[config.mk]
export PLATFORM = sky130hd
export DESIGN_NAME = bfmau_limits
export DESIGN_NICKNAME = d
export VERILOG_FILES = /design/src/rtl/bfmau_pkg.sv /design/src/rtl/bfmau_limits.sv
export SDC_FILE = /design/constraint.sdc
export NUM_CORES = 1
export LEC_CHECK = 0
export BUFFER_PORTS_ARGS = -buffer_cell sky130_fd_sc_hd__clkbuf_2
export CAP_MARGIN = 30
export CORE_MARGIN = 2
export CORE_UTILIZATION = 40
export DETAILED_ROUTE_END_ITERATION = 8
export HOLD_SLACK_MARGIN = 0.15
export MAX_ROUTING_LAYER = met4
export SYNTH_ARGS = -nofsm -noshare
export SYNTH_HDL_FRONTEND = slang
export SYNTH_SLANG_ARGS = --single-unit
[constraint.sdc]
create_clock -name clk -period 2.7 [get_ports clk]
set_input_delay 0.135 -clock clk [delete_from_list [all_inputs] [get_ports clk]]
set_output_delay 0.135 -clock clk [all_outputs]
set_load 0.01 [all_outputs]
[src/rtl/bfmau_pkg.sv]
package bfmau_pkg;

  // Geometry of the address word
  localparam int ADDR_W     = 32;
  localparam int DATA_W     = 32;
  localparam int LIMIT_W    = 13;
  localparam int FIELD_W    = 5;
  localparam int SIZE_LSB   = 27;
  localparam int SHIFT_LSB  = 22;
  localparam int LOW_W      = 22;
  localparam int LIMIT_REGS = 4;
  localparam int CFG_IDX_W  = 4;

  // Configuration register indexes
  localparam logic [CFG_IDX_W-1:0] REG_READ_BASE    = 4'd0;
  localparam logic [CFG_IDX_W-1:0] REG_PROTECT_BASE = 4'd4;
  localparam logic [CFG_IDX_W-1:0] REG_END          = 4'd8;

  // Access modes
  localparam logic MODE_READ  = 1'b0;
  localparam logic MODE_WRITE = 1'b1;

  // Result status codes
  typedef enum logic [1:0] {
    ST_OK      = 2'd0,
    ST_INVALID = 2'd1,
    ST_PROTECT = 2'd2
  } status_t;

  // Field control carried along with an access
  typedef struct packed {
    logic               write;
    logic [FIELD_W-1:0] size;
    logic [FIELD_W-1:0] shift;
  } field_ctl_t;

  // Address advanced by one field, or by one word for size zero
  function automatic logic [ADDR_W-1:0] field_advance(input logic [ADDR_W-1:0] addr);
    logic [FIELD_W-1:0] size;
    logic [FIELD_W:0]   shift_sum;
    logic [FIELD_W+1:0] reach;
    logic [LOW_W-1:0]   low;
    size      = addr[SIZE_LSB +: FIELD_W];
    shift_sum = {1'b0, addr[SHIFT_LSB +: FIELD_W]} + {1'b0, size};
    reach     = {1'b0, shift_sum} + {2'b00, size};
    low       = addr[LOW_W-1:0];
    if (size == '0) begin
      field_advance = addr + 32'd1;
    end else if (reach > 7'd32) begin
      field_advance = {size, shift_sum[FIELD_W-1:0], low + 22'd1};
    end else begin
      field_advance = {size, shift_sum[FIELD_W-1:0], low};
    end
  endfunction

endpackage

[src/rtl/bfmau_limits.sv]
module bfmau_limits (
  input  logic                                 clk,
  input  logic                                 rst,
  input  logic                                 cfg_write,
  input  logic [bfmau_pkg::CFG_IDX_W-1:0]      cfg_index,
  input  logic [bfmau_pkg::LIMIT_W-1:0]        cfg_data,
  input  logic [bfmau_pkg::FIELD_W-1:0]        page,
  output logic [bfmau_pkg::LIMIT_W-1:0]        read_limit,
  output logic [bfmau_pkg::LIMIT_W-1:0]        protect_limit
);

  logic [bfmau_pkg::LIMIT_W-1:0] read_lim [bfmau_pkg::LIMIT_REGS];
  logic [bfmau_pkg::LIMIT_W-1:0] prot_lim [bfmau_pkg::LIMIT_REGS];

  // Capture register writes; indexes past the list are dropped
  always_ff @(posedge clk) begin
    if (rst) begin
      for (int i = 0; i < bfmau_pkg::LIMIT_REGS; i++) begin
        read_lim[i] <= '0;
        prot_lim[i] <= '0;
      end
    end else if (cfg_write) begin
      if (cfg_index < bfmau_pkg::REG_PROTECT_BASE) begin
        read_lim[2'(cfg_index - bfmau_pkg::REG_READ_BASE)] <= cfg_data;
      end else if (cfg_index < bfmau_pkg::REG_END) begin
        prot_lim[2'(cfg_index - bfmau_pkg::REG_PROTECT_BASE)] <= cfg_data;
      end
    end
  end

  // Look up limits; pages without registers get zero limits
  always_comb begin
    if (page < bfmau_pkg::FIELD_W'(bfmau_pkg::LIMIT_REGS)) begin
      read_limit    = read_lim[page[1:0]];
      protect_limit = prot_lim[page[1:0]];
    end else begin
      read_limit    = '0;
      protect_limit = '0;
    end
  end

endmodule

== Word level (Yosys, flattened, before mapping) ==
Memories as Yosys holds them, arrays and structs flattened.
Cells that the tools add are included.

* Flip-flop bits (word level): 0
* RAM bits: 104
* Input bits: 25
* Memories: 2

{| class="wikitable"
|+ Memories
! memory !! words !! width !! rd ports !! clocked after Yosys merged registers in !! wr ports !! RTL line !! source
|-
| prot_lim || 4 || 13 || 1 || 0 || 4 || bfmau_limits.sv:13 || <nowiki>logic [bfmau_pkg::LIMIT_W-1:0] prot_lim [bfmau_pkg::LIMIT_REGS];</nowiki>
|-
| read_lim || 4 || 13 || 1 || 0 || 4 || bfmau_limits.sv:12 || <nowiki>logic [bfmau_pkg::LIMIT_W-1:0] read_lim [bfmau_pkg::LIMIT_REGS];</nowiki>
|}

* Add/sub/neg operators: 1
* $lt $le $gt $ge: 3
* Multiplexer cells: 19
* Reductions and logical operators: 2

{| class="wikitable"
|+ Operators with widths
! operator !! number
|-
| 2-to-1 mux 13 bit || 4
|-
| OR reduction 13 bit || 2
|-
| 2-to-1 mux 1 bit || 13
|-
| less-than comparator 5 x 3 -> 1 bit, second input constant || 1
|-
| less-than comparator 4 x 3 -> 1 bit, second input constant || 1
|-
| less-than comparator 4 bit, second input constant || 1
|-
| 2-to-1 mux 2 bit || 2
|-
| subtractor 2 x 1 -> 2 bit, second input constant || 1
|}

== Logic depth before layout (Yosys ltp) ==
* Word-level depth: 8
* Depth in mapped cells: 5

== Worst setup path after synthesis ==
OpenSTA, ideal clock, no wires.

* Path type: input port to flip-flop
* From: input rst
* To: memory read_lim[0][0] in the netlist's numbering (enable)
* Data arrival time: 1743 ps
* Slack: 571 ps
* Cell stages on the path: 5
* Path buffers: 3
* Cells stage by stage: buf_6 > or4b_1 > buf_4 > buf_6 > o21bai_1

{| class="wikitable"
|+ RTL lines
! element !! RTL line !! source
|-
| start, declared || bfmau_limits.sv:3 || <nowiki>input logic rst,</nowiki>
|-
| end, declared || bfmau_limits.sv:12 ||
|}

== Worst setup path in the final report ==
* From: input page[0] in the netlist's numbering
* To: output protect_limit[5] in the netlist's numbering

* Longest elaborated chain between the ends: 2
* Elaborated cells between the ends (all ways): 3
* Those cells by class: order compare (1); mux (1); memory (1)

{| class="wikitable"
|+ RTL lines
! element !! RTL line !! source
|-
| start, declared || bfmau_limits.sv:7 || <nowiki>input logic [bfmau_pkg::FIELD_W-1:0] page,</nowiki>
|-
| less-than comparator 5 x 3 -> 1 bit / memory read (4 x 13 bit) (equally long branches) || -- ||
|-
| 2-to-1 mux 13 bit (*) || bfmau_limits.sv:33 || <nowiki>if (page < bfmau_pkg::FIELD_W'(bfmau_pkg::LIMIT_REGS)) begin</nowiki>
|-
| end, declared || bfmau_limits.sv:9 || <nowiki>output logic [bfmau_pkg::LIMIT_W-1:0] protect_limit</nowiki>
|}

Mark *: on every way between the ends. The rest lies on a longest branch, timed or not.

==> results by group <==
Outcome
  – Status: finished clean

Logic synthesis
  – Sequential area share after synthesis: 0.644
  – Syn Std Cell Area: 0.00485 sq mm
  – Async set-reset flop share out of synthesis: 0
  – Primary FF master, synth: edfxtp_1
  – Post-Syn Nets: 378
  – Top post-synthesis cells by area: edfxtp_1 (64%), mux2i_1 (11%), nor3_2 (7.2%)
  – Cell variety after synth: 22
  – Yosys reg bits: 104
  – Synth top area share: 0.644
  – Syn Inst Count: around 350
  – Synthesized area per cell: 13.7 sq um
  – Yosys warning total: 0
  – Cell taking the most area after synthesis: edfxtp_1
  – Post-synth EDFFs: approximately 100

Routing
  – Post-route DRC: 0
  – Via total after detailed routing: around 3.0k
  – ANT nets after route: 0
  – Drt initial violations: 166
  – WL/cell: 19.2 um
  – Total routed wirelength: 10,500 um
  – DR vias/cell: 5.45
  – Pre-antenna DRT Iters: 4

Critical path
  – Crit-path max FO: 26
  – Worst path required time: 2.57 ns
  – Type of element launching the critical path: input pin
  – Worst EP arrival: 1.50 ns
  – Crit end category: primary output
  – Class of the most critical setup path: in2out

Layout
  – FF/Latch Area: roughly 0.0031 sq mm
  – Layout cells sized above 1: 0.296
  – Antenna cells: 0
  – # fillers: 1,060
  – Layout Area Growth over Synthesis: 13.8%
  – Final #Nets: around 420
  – Layout Cells excl Fill: between 500 and 600
  – Multi-input logic area: 0.00150 sq mm
  – Finished Core Util: 0.463

Power and ir drop
  – VDD IR-drop max: 257 uV
  – Pwr Total: 3.47 mW
  – Pleak: 1.96 nW
  – Power Dens Cells: 628 mW/mm^2

Global routing
  – Grt met3 use: 0.0291
  – Busiest grt layer: met2
  – M2 GR Usage: 0.278
  – Vias in the first global route: 3,002
  – Global-route wire length before repair: 16,500 um
  – Largest net degree at the start of global routing: 55
  – Met1 usage: 0.230
  – Grt total ovfl: 0
  – Total track usage: 0.176
  – Initial antenna violation count: 0

Placed design
  – Hpwl dp: 6130 um
  – DP Cell Count: 530
  – Routability cong.: 0.768
  – I/O Buffers: 50
  – Dpl ws: 0.865 ns

Die
  – Die area: 0.0130 sq mm
  – Chip width: 114 um
  – Rows: 40
  – Die Y-Extent: 114 um
  – Initial Util: 0.407
  – Placeable Area: 0.0119 sq mm
  – I/O Pins: 51

Clock network
  – Htree depth: 3
  – Post-CTS Resized: 0
  – Hold Buf Count CTS: 0
  – Setup Fix Bufs, Post-CTS: 0
  – Clock sink count: 104
  – Clock buffer depth: 2
  – TritonCTS buffer count: 9
  – CTS tree: built
  – Clock-pin slew on the worst setup and hold paths: around 0.070 ns
  – Root Driver: clkbuf_16

STA
  – Fin crit period: 1.63 ns
  – Final setup violation count: 0
  – RSZ-0062 raised after global routing: false
  – Slew Limit Fails: 0
  – TNS Setup: 0 ns
  – Slew margin rel.: 0.498
  – Final hold viol count: 0
  – Fin worst setup slack: 1.07 ns
  – Worst Tran Pin Value: 0.753 ns
  – Final period utilization: 0.605
  – Max frequency: 613 MHz

Worst hold path
  – WHS Endpoint: prot_lim[3][12]
  – Worst hold path type: in2reg
  – Hold Path Stages: 3
  – Min-delay src: cfg_data[12]

Flow run
  – MaxCap Viol Count: 0
==> cell usage in the layout (no fill, tap or decap), types with 6 or more instances in the layout <==
cell type	synthesis	layout
buf_4	1	13
clkbuf_16	0	9
clkbuf_2	0	50
edfxtp_1	104	104
inv_1	14	14
mux2i_1	52	52
nor2_1	26	26
nor3_1	43	43
nor3_2	35	35
o21bai_1	6	6
o22ai_1	26	26
==> cells by family (layout without fill, tap and decap cells) <==
group                  count (synthesis)  in the layout  share of synthesized area
AO/OA/AOI/OAI                         34             34                     0.0465
buffers and inverters                 48             94                     0.0478
flip-flops                           104            104                      0.644
multiplexers                          52             52                      0.107
AND/OR/NAND/NOR                      115            115                      0.154
==> cell usage after synthesis, types with 2 or more instances <==
master,number
edfxtp_1,104
mux2i_1,52
nor3_1,43
nor3_2,35
nor2_1,26
o22ai_1,26
clkbuf_1,18
inv_1,14
buf_2,8
o21bai_1,6
buf_6,5
nand2b_1,3
a31o_2,2
buf_1,2
or4b_1,2
==> layout make-up <==
cell class	instances	share of cell area
Timing Repair Buffer	64	0.0667
Clock buffer	11	0.0422
Clock inverter	5	0.0104
Sequential cell	104	0.566
Tap cell	147	0.0334
Inverter	14	0.00953
Multi-Input combinational cell	201	0.271
==> layer usage <==
metal  part of all wire  up-vias
li1                   -     1418
met1               0.45     1478
met2               0.49       67
met3              0.044       10
met4              0.014        0
met5                  0        -
==> registers in the layout, summed over array words and instances (netlist names) <==
name and count:
prot_lim 52, read_lim 52
==> per-stage QoR <==
step	instance area, sq um	hold WS (ns)
after floorplan	4850	0.425
after global placement	5220	0.575
after detailed placement	5220	0.576
after CTS	5510	0.215
after global routing	5510	0.249
final	5510	0.226
==> critical path, cell delays in order <==
cell      delay (ns)
clkbuf_2        0.09
or4_1           0.51
buf_4           0.26
o22ai_1         0.30
clkbuf_2        0.19
==> how the worst max path moves through the flow <==
| stage | to | cells past startpoint | slack [ns] | startpoint |
|---|---|---|---|---|
| 2_1_floorplan | read_lim[0][0] | 5 | 0.57 | rst |
| 5_1_grt | read_limit[11] | 5 | 1.03 | page[0] |
| 3_3_place_gp | read_lim[0][12] | 4 | 0.94 | rst |
| 3_5_place_dp | read_lim[2][0] | 4 | 0.86 | rst |
| 6_report | protect_limit[5] | 5 | 1.07 | page[0] |
| 4_1_cts | read_limit[11] | 5 | 1.05 | page[0] |
==> power by group <==
group	internal, mW	switching [mW]	leakage, nW
logic	0.0975	0.198	0.838
registers	1.87	0.0236	0.994
clock network	0.718	0.557	0.132
No activity file was read; power rests on OpenSTA's default activity.
